`src/double_ended_queue_top_defines.svh`:
```
// ----------------------------------------------------------------------------
// double_ended_queue_top_defines.svh
// Assertion macros for the double-ended queue.
// ----------------------------------------------------------------------------
`ifndef DOUBLE_ENDED_QUEUE_TOP_DEFINES_SVH
`define DOUBLE_ENDED_QUEUE_TOP_DEFINES_SVH

// Check a same-cycle implication, disabled during reset
`define DQ_ASSERT_SAME(lbl, ante, cons) \
  lbl: assert property (@(posedge clk_i) disable iff (!rst_ni) (ante) |-> (cons)) \
    else $error("deque check failed");

// Check a next-cycle implication, disabled during reset
`define DQ_ASSERT_NEXT(lbl, ante, cons) \
  lbl: assert property (@(posedge clk_i) disable iff (!rst_ni) (ante) |=> (cons)) \
    else $error("deque check failed");

`endif

```
`src/dq_pkg.sv`:
```
// ----------------------------------------------------------------------------
// dq_pkg
// Shared types and constants of the double-ended queue.
// ----------------------------------------------------------------------------
package dq_pkg;

  localparam int unsigned DATA_W = 32;
  localparam int unsigned OCC_W  = 5;

  // Value reported for front and rear when the queue is empty
  localparam logic [DATA_W-1:0] EMPTY_MARK = '1;

  typedef enum logic [1:0] {
    OP_PUSH_BACK  = 2'd0,
    OP_PUSH_FRONT = 2'd1,
    OP_POP_BACK   = 2'd2,
    OP_POP_FRONT  = 2'd3
  } op_e;

  typedef enum logic {
    ST_IDLE = 1'b0,
    ST_READ = 1'b1
  } state_e;

endpackage

```
`src/dq_in_if.sv`:
```
// ----------------------------------------------------------------------------
// dq_in_if
// Operation channel: one queue operation per item.
// ----------------------------------------------------------------------------
interface dq_in_if;
  logic                             valid;
  logic                             ready;
  dq_pkg::op_e                      op;
  logic signed [dq_pkg::DATA_W-1:0] value;

  modport source (output valid, output op, output value, input ready);
  modport sink   (input valid, input op, input value, output ready);
endinterface

```
`src/dq_out_if.sv`:
```
// ----------------------------------------------------------------------------
// dq_out_if
// Result channel: queue status after each operation.
// ----------------------------------------------------------------------------
interface dq_out_if;
  logic                             valid;
  logic                             ready;
  logic signed [dq_pkg::DATA_W-1:0] front_value;
  logic signed [dq_pkg::DATA_W-1:0] rear_value;
  logic                             is_empty;
  logic        [dq_pkg::OCC_W-1:0]  occupancy;
  logic                             refused;

  modport source (output valid, output front_value, output rear_value, output is_empty,
                  output occupancy, output refused, input ready);
  modport sink   (input valid, input front_value, input rear_value, input is_empty,
                  input occupancy, input refused, output ready);
endinterface

```
`src/dq_ram.sv`:
```
// ----------------------------------------------------------------------------
// dq_ram
// Slot storage: one write port, one read port with registered read data.
// ----------------------------------------------------------------------------
module dq_ram #(
  parameter int unsigned DEPTH = 16,
  parameter int unsigned AW    = 4,
  parameter int unsigned W     = 32
) (
  input  logic          clk_i,
  input  logic          wr_en_i,
  input  logic [AW-1:0] wr_addr_i,
  input  logic [W-1:0]  wr_data_i,
  input  logic [AW-1:0] rd_addr_i,
  output logic [W-1:0]  rd_data_o
);

  logic [W-1:0] mem [DEPTH];
  logic [W-1:0] rd_data_q;

  // Write one slot
  always_ff @(posedge clk_i) begin
    if (wr_en_i) begin
      mem[wr_addr_i] <= wr_data_i;
    end
  end

  // Read one slot, data valid next cycle
  always_ff @(posedge clk_i) begin
    rd_data_q <= mem[rd_addr_i];
  end

  assign rd_data_o = rd_data_q;

endmodule

```
`src/double_ended_queue_top.sv`:
```
// Result: pushes, refused ops and pops that empty the queue load the result register when
//   accepted; a pop that leaves entries first reads the slot memory (registered read data).
// Throughput: 1 item per cycle for pushes while the result sink keeps up; after such a pop
//   no new item is taken until the slot read has been reported from the read state.
// Reset: asynchronous active low clears head index, count, state and result valid;
//   the slot memory is not cleared and needs no clearing pass.
// ----------------------------------------------------------------------------
// double_ended_queue_top
// Double-ended queue over a circular slot memory with head index and count.
// ----------------------------------------------------------------------------
`include "double_ended_queue_top_defines.svh"

module double_ended_queue_top #(
  parameter int unsigned CAPACITY = 16
) (
  input  logic     clk_i,
  input  logic     rst_ni,
  dq_in_if.sink    in_i,
  dq_out_if.source out_o
);

  localparam int unsigned IW = (CAPACITY > 1) ? $clog2(CAPACITY) : 1;
  localparam int unsigned CW = $clog2(CAPACITY + 1);
  localparam int unsigned SW = CW + 1;
  localparam int unsigned DW = dq_pkg::DATA_W;
  localparam int unsigned OW = dq_pkg::OCC_W;

  localparam logic [IW-1:0] LAST_IDX = IW'(CAPACITY - 1);
  localparam logic [CW-1:0] CAP_C    = CW'(CAPACITY);
  localparam logic [SW-1:0] CAP_S    = SW'(CAPACITY);

  dq_pkg::state_e state_q, state_d;
  logic [IW-1:0]  head_q, head_d;
  logic [CW-1:0]  count_q, count_d;
  logic [DW-1:0]  front_q, front_d;
  logic [DW-1:0]  rear_q, rear_d;
  logic           pend_front_q, pend_front_d;

  logic           out_valid_q, out_valid_d;
  logic [DW-1:0]  out_front_q, out_front_d;
  logic [DW-1:0]  out_rear_q, out_rear_d;
  logic           out_empty_q, out_empty_d;
  logic [OW-1:0]  out_occ_q, out_occ_d;
  logic           out_ref_q, out_ref_d;

  logic           in_ready;
  logic           in_fire;
  logic           q_full;
  logic           q_empty;
  logic [SW-1:0]  tail_sum;
  logic [SW-1:0]  rear2_sum;
  logic [IW-1:0]  tail_idx;
  logic [IW-1:0]  rear2_idx;
  logic [IW-1:0]  head_inc;
  logic [IW-1:0]  head_dec;
  logic           refused;
  logic [CW+OW-1:0] occ_ext;

  logic           wr_en;
  logic [IW-1:0]  wr_addr;
  logic [IW-1:0]  rd_addr;
  logic [DW-1:0]  rd_data;

  // Slot storage
  dq_ram #(
    .DEPTH (CAPACITY),
    .AW    (IW),
    .W     (DW)
  ) u_ram (
    .clk_i     (clk_i),
    .wr_en_i   (wr_en),
    .wr_addr_i (wr_addr),
    .wr_data_i (in_i.value),
    .rd_addr_i (rd_addr),
    .rd_data_o (rd_data)
  );

  // Take an item when idle and the result register frees up
  assign in_ready   = (state_q == dq_pkg::ST_IDLE) && (!out_valid_q || out_o.ready);
  assign in_i.ready = in_ready;
  assign in_fire    = in_i.valid && in_ready;

  // Index arithmetic around the ring
  assign q_full    = (count_q == CAP_C);
  assign q_empty   = (count_q == '0);
  assign tail_sum  = SW'(head_q) + SW'(count_q);
  assign rear2_sum = tail_sum - SW'(2);
  assign tail_idx  = (tail_sum >= CAP_S) ? IW'(tail_sum - CAP_S) : IW'(tail_sum);
  assign rear2_idx = (rear2_sum >= CAP_S) ? IW'(rear2_sum - CAP_S) : IW'(rear2_sum);
  assign head_inc  = (head_q == LAST_IDX) ? '0 : head_q + IW'(1);
  assign head_dec  = (head_q == '0) ? LAST_IDX : head_q - IW'(1);

  // Read the slot that becomes the new end after a pop
  assign rd_addr = (in_i.op == dq_pkg::OP_POP_BACK) ? rear2_idx : head_inc;

  // Low bits of the count for the occupancy field
  assign occ_ext = {{OW{1'b0}}, count_d};

  // Next state, slot write and result load
  always_comb begin
    state_d      = state_q;
    head_d       = head_q;
    count_d      = count_q;
    front_d      = front_q;
    rear_d       = rear_q;
    pend_front_d = pend_front_q;
    wr_en        = 1'b0;
    wr_addr      = tail_idx;
    refused      = 1'b0;

    out_valid_d  = out_valid_q && !out_o.ready;
    out_front_d  = out_front_q;
    out_rear_d   = out_rear_q;
    out_empty_d  = out_empty_q;
    out_occ_d    = out_occ_q;
    out_ref_d    = out_ref_q;

    case (state_q)
      dq_pkg::ST_IDLE: begin
        if (in_fire) begin
          case (in_i.op)
            dq_pkg::OP_PUSH_BACK: begin
              if (q_full) begin
                refused = 1'b1;
              end else begin
                wr_en   = 1'b1;
                wr_addr = tail_idx;
                count_d = count_q + CW'(1);
                rear_d  = in_i.value;
                if (q_empty) begin
                  front_d = in_i.value;
                end
              end
            end
            dq_pkg::OP_PUSH_FRONT: begin
              if (q_full) begin
                refused = 1'b1;
              end else begin
                wr_en   = 1'b1;
                wr_addr = head_dec;
                head_d  = head_dec;
                count_d = count_q + CW'(1);
                front_d = in_i.value;
                if (q_empty) begin
                  rear_d = in_i.value;
                end
              end
            end
            dq_pkg::OP_POP_BACK: begin
              if (q_empty) begin
                refused = 1'b1;
              end else begin
                count_d = count_q - CW'(1);
                if (count_q > CW'(1)) begin
                  state_d      = dq_pkg::ST_READ;
                  pend_front_d = 1'b0;
                end
              end
            end
            default: begin
              if (q_empty) begin
                refused = 1'b1;
              end else begin
                head_d  = head_inc;
                count_d = count_q - CW'(1);
                if (count_q > CW'(1)) begin
                  state_d      = dq_pkg::ST_READ;
                  pend_front_d = 1'b1;
                end
              end
            end
          endcase
          // Load the result now unless a slot read is outstanding
          if (state_d == dq_pkg::ST_IDLE) begin
            out_valid_d = 1'b1;
            out_front_d = (count_d == '0) ? dq_pkg::EMPTY_MARK : front_d;
            out_rear_d  = (count_d == '0) ? dq_pkg::EMPTY_MARK : rear_d;
            out_empty_d = (count_d == '0);
            out_occ_d   = occ_ext[OW-1:0];
            out_ref_d   = refused;
          end
        end
      end
      dq_pkg::ST_READ: begin
        // Fill the new end from the slot read and report
        if (pend_front_q) begin
          front_d = rd_data;
        end else begin
          rear_d = rd_data;
        end
        state_d     = dq_pkg::ST_IDLE;
        out_valid_d = 1'b1;
        out_front_d = front_d;
        out_rear_d  = rear_d;
        out_empty_d = 1'b0;
        out_occ_d   = occ_ext[OW-1:0];
        out_ref_d   = 1'b0;
      end
      default: begin
        state_d = dq_pkg::ST_IDLE;
      end
    endcase
  end

  // Control registers
  always_ff @(posedge clk_i or negedge rst_ni) begin
    if (!rst_ni) begin
      state_q     <= dq_pkg::ST_IDLE;
      head_q      <= '0;
      count_q     <= '0;
      out_valid_q <= 1'b0;
    end else begin
      state_q     <= state_d;
      head_q      <= head_d;
      count_q     <= count_d;
      out_valid_q <= out_valid_d;
    end
  end

  // Payload registers
  always_ff @(posedge clk_i) begin
    front_q      <= front_d;
    rear_q       <= rear_d;
    pend_front_q <= pend_front_d;
    out_front_q  <= out_front_d;
    out_rear_q   <= out_rear_d;
    out_empty_q  <= out_empty_d;
    out_occ_q    <= out_occ_d;
    out_ref_q    <= out_ref_d;
  end

  assign out_o.valid       = out_valid_q;
  assign out_o.front_value = $signed(out_front_q);
  assign out_o.rear_value  = $signed(out_rear_q);
  assign out_o.is_empty    = out_empty_q;
  assign out_o.occupancy   = out_occ_q;
  assign out_o.refused     = out_ref_q;

  // Checks
  `DQ_ASSERT_SAME(a_count_in_range, 1'b1, count_q <= CAP_C)
  `DQ_ASSERT_SAME(a_read_out_free, state_q == dq_pkg::ST_READ, !out_valid_q && count_q != '0)
  `DQ_ASSERT_NEXT(a_read_reports, state_q == dq_pkg::ST_READ,
                  state_q == dq_pkg::ST_IDLE && out_valid_q)

endmodule

```
`src/flat_wrapper.sv`:
```
// flat-port wrapper written by rule: the top's interface ports become plain ports
module double_ended_queue_top_flat 
#(
  parameter int unsigned CAPACITY = 16
)
  (clk_i, rst_ni, in_i_valid, in_i_op, in_i_value, in_i_ready, out_o_valid, out_o_front_value, out_o_rear_value, out_o_is_empty, out_o_occupancy, out_o_refused, out_o_ready);
  dq_in_if in_i_i ();
  dq_out_if out_o_i ();
  input  logic clk_i;
  input  logic rst_ni;
  input wire logic [$bits(in_i_i.valid)-1:0] in_i_valid;
  input wire logic [$bits(in_i_i.op)-1:0] in_i_op;
  input wire logic [$bits(in_i_i.value)-1:0] in_i_value;
  output wire logic [$bits(in_i_i.ready)-1:0] in_i_ready;
  output wire logic [$bits(out_o_i.valid)-1:0] out_o_valid;
  output wire logic [$bits(out_o_i.front_value)-1:0] out_o_front_value;
  output wire logic [$bits(out_o_i.rear_value)-1:0] out_o_rear_value;
  output wire logic [$bits(out_o_i.is_empty)-1:0] out_o_is_empty;
  output wire logic [$bits(out_o_i.occupancy)-1:0] out_o_occupancy;
  output wire logic [$bits(out_o_i.refused)-1:0] out_o_refused;
  input wire logic [$bits(out_o_i.ready)-1:0] out_o_ready;
  assign in_i_i.valid = in_i_valid;
  assign in_i_i.op = in_i_op;
  assign in_i_i.value = in_i_value;
  assign in_i_ready = in_i_i.ready;
  assign out_o_valid = out_o_i.valid;
  assign out_o_front_value = out_o_i.front_value;
  assign out_o_rear_value = out_o_i.rear_value;
  assign out_o_is_empty = out_o_i.is_empty;
  assign out_o_occupancy = out_o_i.occupancy;
  assign out_o_refused = out_o_i.refused;
  assign out_o_i.ready = out_o_ready;
  double_ended_queue_top #(.CAPACITY(CAPACITY)) u_core (.clk_i(clk_i), .rst_ni(rst_ni), .in_i(in_i_i), .out_o(out_o_i));
endmodule
```
`config.mk`:
```
export PLATFORM = sky130hd
export DESIGN_NAME = double_ended_queue_top_flat
export DESIGN_NICKNAME = d
export VERILOG_FILES = /design/src/dq_pkg.sv /design/src/dq_in_if.sv /design/src/dq_out_if.sv /design/src/dq_ram.sv /design/src/double_ended_queue_top.sv /design/src/flat_wrapper.sv
export VERILOG_INCLUDE_DIRS = /design/src /design/src/src
export SDC_FILE = /design/constraint.sdc
export NUM_CORES = 1
export LEC_CHECK = 0
export BUFFER_PORTS_ARGS = -buffer_cell sky130_fd_sc_hd__buf_4
export CORE_MARGIN = 5
export CORE_UTILIZATION = 30
export DETAILED_ROUTE_END_ITERATION = 12
export HOLD_SLACK_MARGIN = 0.12
export SLEW_MARGIN = 15
export SYNTH_ARGS = -nofsm -noshare
export SYNTH_HDL_FRONTEND = slang
export SYNTH_SLANG_ARGS = --single-unit
```
`constraint.sdc`:
```
create_clock -name clk_i -period 9.3 [get_ports clk_i]
set_input_delay 0 -clock clk_i [delete_from_list [all_inputs] [get_ports clk_i]]
set_output_delay 0 -clock clk_i [all_outputs]
set_load 0.1 [all_outputs]
```
Word-level counts from Yosys, hierarchy flattened
Memories as Yosys holds them, arrays and structs flattened. A register that Yosys moved wholly into a read port is not among the register bits.
Cells that the tools add are included.
- output and inout port bits: 73
- bits in writable memories: 512
- memories kept: 1
- input bits: 38
- logic and storage cells: 125
- bits in registers: 147
- multiplexer cells: 74
- bitwise logic cells: 4
- add/sub/neg operators: 8
- magnitude comparators: 3
- reductions and logical operators: 15
- equality and inequality tests: 8
- memories (memory ; words ; width ; read ports ; clocked after Yosys merged registers in ; wr ports ; line ; RTL):
    u_core.u_ram.mem ; 16 ; 32 ; 1 ; 1 ; 1 ; dq_ram.sv:18 ; logic [W-1:0] mem [DEPTH];
- operator list (cell ; count):
    32-bit two-way mux ; 16
    32-bit one-hot mux with 2 select lines ; 6
    5-bit two-way mux ; 9
    4-bit two-way mux ; 11
    1-bit two-way mux ; 25
    6-bit by 5-bit >= comparator with 1-bit output (second input constant) ; 2
    4-bit by 1-bit subtractor with 4-bit output (second input constant) ; 3
    5-bit zero test ; 2
    1-bit one-hot mux with 2 select lines ; 5
    5-bit one-hot mux with 2 select lines ; 1
    5-bit AND reduction ; 2
    4-bit one-hot mux with 2 select lines ; 1
    4-bit by 5-bit adder with 6-bit output ; 1
    2-bit inequality test (second input constant) ; 3
    6-bit by 2-bit subtractor with 6-bit output (second input constant) ; 1
    5-bit by 1-bit adder with 5-bit output (second input constant) ; 1
    5-bit equality test (second input constant) ; 1
    5-bit by 1-bit greater-than comparator with 1-bit output (second input constant) ; 1
    5-bit by 1-bit subtractor with 5-bit output (second input constant) ; 1
    4-bit by 1-bit adder with 4-bit output (second input constant) ; 1
    4-bit equality test (second input constant) ; 1
    4-bit zero test ; 1
    1-bit NOT ; 4
    2-bit OR reduction ; 2
    other kinds (8) ; 11

Logic depth before layout (Yosys ltp)
- word-level depth: 11
- mapped depth: 12
- mapped depth without buffers: 10

Modules after synthesis
From an unflattened synthesis, not the netlist that was laid out.
- cell total of the unflattened synthesis: 1697
- area, all modules: 29393.2 sq um
- by module, submodules not included (module ; area each (sq um) ; cells an instance ; seq. area each (sq um) ; instances):
    dq_ram ; 19835.3 ; 838 ; 16015.4 ; 1
    double_ended_queue_top ; 9557.9 ; 859 ; 4359.2 ; 1

Worst setup path after synthesis
OpenSTA, ideal clock, no wires.
- kind: reg-to-reg
- start: register u_core.count_q[0]
- end: memory u_core.u_ram.mem[13][0], enable pin
- stages on the path, launching flop included: 10
- clock period less this slack: 4.861 ns
- required time: 8.839 ns
- library setup time: 0.461 ns
- arrival: 4.400 ns
- path buffers: 1
- setup slack: 4.439 ns
- path through: dfrtp_1 > clkbuf_1 > inv_1 > ha_1 > nor3b_2 > a21oi_2 > nand3_1 > mux2i_1 > or2_1 > nor3_1
- word-level cells in the longest chain between the ends: 7
- elaborated cells on any way between the ends: 15
- classes of those cells: add/sub (2); order compare (1); eq/ne (1); mux (11)
- ends and longest elaborated chain (what ; line ; RTL):
    start, declared ; double_ended_queue_top.sv:34 ; logic [CW-1:0] count_q, count_d;
    start signal, assigned ; double_ended_queue_top.sv:215 ; count_q <= count_d;
    4-bit by 5-bit adder with 6-bit output / 5-bit equality test (equally long branches) ; double_ended_queue_top.sv:86, double_ended_queue_top.sv:84 ;
    6-bit by 5-bit >= comparator with 1-bit output, or another cell as far along ; double_ended_queue_top.sv:88 ; assign tail_idx = (tail_sum >= CAP_S) ? IW'(tail_sum - CAP_S) : IW'(tail_sum);
    4-bit two-way mux / 1-bit two-way mux (equally long branches) ; - ;
    4-bit two-way mux / 1-bit two-way mux (equally long branches) ; double_ended_queue_top.sv:136, double_ended_queue_top.sv:120 ;
    4-bit two-way mux / 1-bit two-way mux (equally long branches) ; - ;
    4-bit two-way mux / 1-bit two-way mux (equally long branches) ; double_ended_queue_top.sv:120, dq_ram.sv:23 ;
    4-bit two-way mux / 1-bit two-way mux (equally long branches) ; double_ended_queue_top.sv:118, dq_ram.sv:24 ;
    end, declared ; dq_ram.sv:18 ;
Parallel ways exist; a longest one is shown, timed or not.

Worst setup path in the final report
- start: register u_core.count_q[0]
- end: register u_core.u_ram.rd_data_q[0] (netlist: u_core.u_ram.rd_data_o[0]) (read register of u_core.u_ram.mem)
- word-level cells in the longest chain between the ends: 5
- elaborated cells on any way between the ends: 6
- classes of those cells: add/sub (3); order compare (1); mux (2)
- ends and longest elaborated chain (what ; line ; RTL):
    4-bit by 5-bit adder with 6-bit output (*) ; double_ended_queue_top.sv:86 ; assign tail_sum = SW'(head_q) + SW'(count_q);
    6-bit by 2-bit subtractor with 6-bit output (*) ; double_ended_queue_top.sv:87 ; assign rear2_sum = tail_sum - SW'(2);
    6-bit by 5-bit >= comparator with 1-bit output / 4-bit by 1-bit subtractor with 4-bit output (equally long branches) ; double_ended_queue_top.sv:89 ; assign rear2_idx = (rear2_sum >= CAP_S) ? IW'(rear2_sum - CAP_S) : IW'(rear2_sum);
    4-bit two-way mux (*) ; double_ended_queue_top.sv:89 ;
    4-bit two-way mux (*) ; double_ended_queue_top.sv:94 ; assign rd_addr = (in_i.op == dq_pkg::OP_POP_BACK) ? rear2_idx : head_inc;
    end, declared ; dq_ram.sv:19 ; logic [W-1:0] rd_data_q;
Every way passes the cells marked *; elsewhere a longest branch is shown, timed or not.
A chain may end at the register's enable or synchronous reset.

==> out/summary.txt <==
Status: complete, no violations
Post-detailed-placement half-perimeter wirelength: 38400 microns
Root Driver: clkbuf_16
Area Overhead vs Synth: 18.3%
Sink Count: 691
Final slew viol count: 0
GP Congestion: 0.741
Via/cell ratio: 4.87
Top cells by instance count after synthesis: edfxtp_1, mux2i_1, o22ai_1
Worst-path cell chain: ha_1 -> fa_1 -> xnor2_1 -> ha_1 -> mux2i_4 -> nand2b_2 -> buf_4 -> o22ai_1 -> nor2_1 -> o22ai_1
Rel. slew slack: 0.230
RSZ-0062 raised after global routing: no
Most frequent cell after synthesis: edfxtp_1
MaxCap Viol Count: 0
Initial DRC count: 1075
Dominant synthesized flop cell: edfxtp_1
Setup TNS: 0 ns
Register area share after synthesis: 0.725
Initial antenna violation count: 5
Post-synth cell types: 51
WHS Endpoint: u_core.u_ram.mem[7][27]$_DFFE_PP_
Clock transition at path regs: 0.06 ns
Initial Utilization: 0.302
Final period util: 0.455
Synth top area share: 0.693
Crit Path Category: reg -> reg
DRT antenna net count: 0
Synth top area cells: edfxtp_1, mux2i_1, mux4_2
Share of layout cells above drive strength 1: 0.200
CP arrival: 4.78 ns
Fmax: 236 MHz
Yosys warns: 0
# Post-CTS Setup Buffers: 0
Vias in the first global route: 15.7k
Reg2reg start: u_core.count_q[0]$_DFF_PN0_
Async set or reset register ratio after synthesis: 0.0159
WP data required: 9.85 ns
Maximum fanout along the worst path: 38
Bufs and invs on worst path: 1
Syn nets: 1628
Clock latency at the later pin of the worst-skew pair: 0.63 ns
Top routing layer used: met5
Cell total after placement: 2891
Die height: 316 microns
Die ar.: 99900 sq um
Core Box Area: 93200 sq um
Top cell type by total area after synthesis: edfxtp_1
Row cnt: 112
Post-Syn Instances: 1579
Critical path's top delay family: adder cells
Reg2Reg Depth: 10
Post-synth EDFFs: 648
Gr usage total: 0.132
CP Capture Type: flop
Final Hold Fails: 0
HP Class: in -> reg
Largest net degree at the start of global routing: 115
CP peak stage delay: 0.72 ns
Worst R2R End: u_core.u_ram.rd_data_o[0]$_DFF_P_
Met2 wire length: 32700 microns
Final wirelength: 67400 microns
First-pass GRT wire length: 101000 microns
Final std cells w/o fill: 3070
Reg2reg setup slack: 5.06 ns
Buffers on Ports: 110
First-pass detailed-route iteration total: 5
Average size of a mapped cell: 17.8 sq um
Clock Path Buffers: 3
Measured slew at the worst slew-check pin: 1.13 ns
Num CTS Buffers: 72
HP Start: in_i_value[27]
Hold Crit Depth: 2
Final count of negative-setup-slack endpoints: 0
Min cycle time layout: 4.24 ns
Final net count: 1801
Setup Skew: 0.0201 ns
Met3 WL: 3650 microns
Io pins: 111
Die W: 316 microns
Via count: 14.9k
M1 wire length: 29600 microns
CP max-delay cell: mux2i_4
DRC: 0
Drt wl/cell: 22.0 microns
TritonCTS clock tree: built
Cell area after synthesis: 28100 sq um
Seq cells post-synth: 691
Critical Path Source Type: flop
GRT Residual Overflow: 0
H-tree lvl count: 3
==> worst max-delay path by stage <==
| stage | end | from | slack [ns] | depth (start not counted) |
|---|---|---|---|---|
| 6_report | u_core.u_ram.rd_data_o[0]$_DFF_P_ | u_core.count_q[0]$_DFF_PN0_ | 5.06 | 10 |
| 5_1_grt | u_core.u_ram.rd_data_o[8]$_DFF_P_ | u_core.count_q[0]$_DFF_PN0_ | 4.82 | 10 |
| 4_1_cts | u_core.u_ram.rd_data_o[12]$_DFF_P_ | u_core.count_q[0]$_DFF_PN0_ | 5.08 | 10 |
| 3_5_place_dp | u_core.u_ram.rd_data_o[0]$_DFF_P_ | u_core.count_q[0]$_DFF_PN0_ | 5.11 | 10 |
| 3_3_place_gp | u_core.u_ram.rd_data_o[11]$_DFF_P_ | u_core.count_q[0]$_DFF_PN0_ | 5.21 | 9 |
| 2_1_floorplan | u_core.u_ram.mem[13][0]$_DFFE_PP_ | u_core.count_q[0]$_DFF_PN0_ | 4.44 | 9 |
==> cells in the final DEF (no fill, tap or decap), types with 4 or more instances in the layout <==
master | Yosys | routed
dfxtp_1 | 32 | 32
buf_4 | 7 | 149
mux2i_1 | 354 | 352
nand3_1 | 7 | 7
dfrtp_1 | 11 | 10
o22ai_1 | 93 | 93
mux2_2 | 6 | 5
a31oi_1 | 4 | 4
ha_1 | 10 | 10
a21oi_1 | 8 | 8
mux4_2 | 64 | 64
nand2_1 | 21 | 20
diode_2 | 0 | 4
inv_1 | 5 | 5
nor2_1 | 77 | 76
or2_1 | 66 | 65
clkinv_1 | 0 | 8
nand2b_1 | 9 | 8
clkbuf_16 | 0 | 72
edfxtp_1 | 648 | 648
xnor2_1 | 8 | 8
nor3_2 | 0 | 16
clkinv_2 | 0 | 14
clkbuf_8 | 0 | 6
clkbuf_1 | 33 | 20
dlygate4sd3_1 | 0 | 40
o21ai_0 | 7 | 7
==> per-layer routing <==
metal,global-route usage,vias up
met2,0.221,395
met3,0.0257,110
met1,0.177,7820
met4,0.0382,2
li1,-,6614
met5,0,-
==> state kept, by name, indices dropped and copies added, names as in the netlist <==
signal,count
u_core.rear_q,32
u_core.out_o.front_value,32
u_core.front_q,32
u_core.out_o.valid,1
u_core.out_o.rear_value,32
u_core.u_ram.mem,512
u_core.u_ram.rd_data_o,32
u_core.out_o.is_empty,1
u_core.count_q,5
u_core.head_q,4
u_core.state_q,1
u_core.out_o.refused,1
u_core.pend_front_q,1
u_core.out_o.occupancy,5
==> final cells by class <==
type / instances / area, sq um
clock inverter: 36 / 333
timing repair buffer: 191 / 1570
fill: 8662 / 60000
inverter: 6 / 22.5
sequential: 691 / 20400
antenna: 4 / 10.0
multi-input combinational: 790 / 7400
tap: 1254 / 1570
clock buffer: 98 / 1960
==> through the flow <==
step,setup WS (ns),cell area (sq um),util,hold WS (ns)
3_5_place_dp,5.11,30500,0.327,-0.145
5_1_grt,4.82,33200,0.357,0.275
6_report,5.06,33200,0.357,0.263
2_1_floorplan,4.44,28100,-,-0.296
3_3_place_gp,5.21,30500,0.327,-0.147
4_1_cts,5.08,33200,0.356,0.231
==> kinds of logic after synthesis <==
| kind of cell | Yosys count | share of synthesized area |
|---|---|---|
| flip-flops | 691 | 0.725 |
| multiplexers | 424 | 0.180 |
| AND/OR/NAND/NOR | 213 | 0.0386 |
| AO/OA/AOI/OAI | 131 | 0.0302 |
| buffers and inverters | 98 | 0.0171 |
| XOR/XNOR | 11 | 0.00396 |
| adder cells (fa/ha/maj) | 11 | 0.00517 |
==> what timing repair did <==
action                    in CTS  in global routing
hold endpoints to repair     660                  0
hold buffers                  40                  0
resized for setup              0                  0
Power is left out: the tool's default activity adds up to more than one toggle a clock period on the data nets, which glitch-free logic cannot reach.
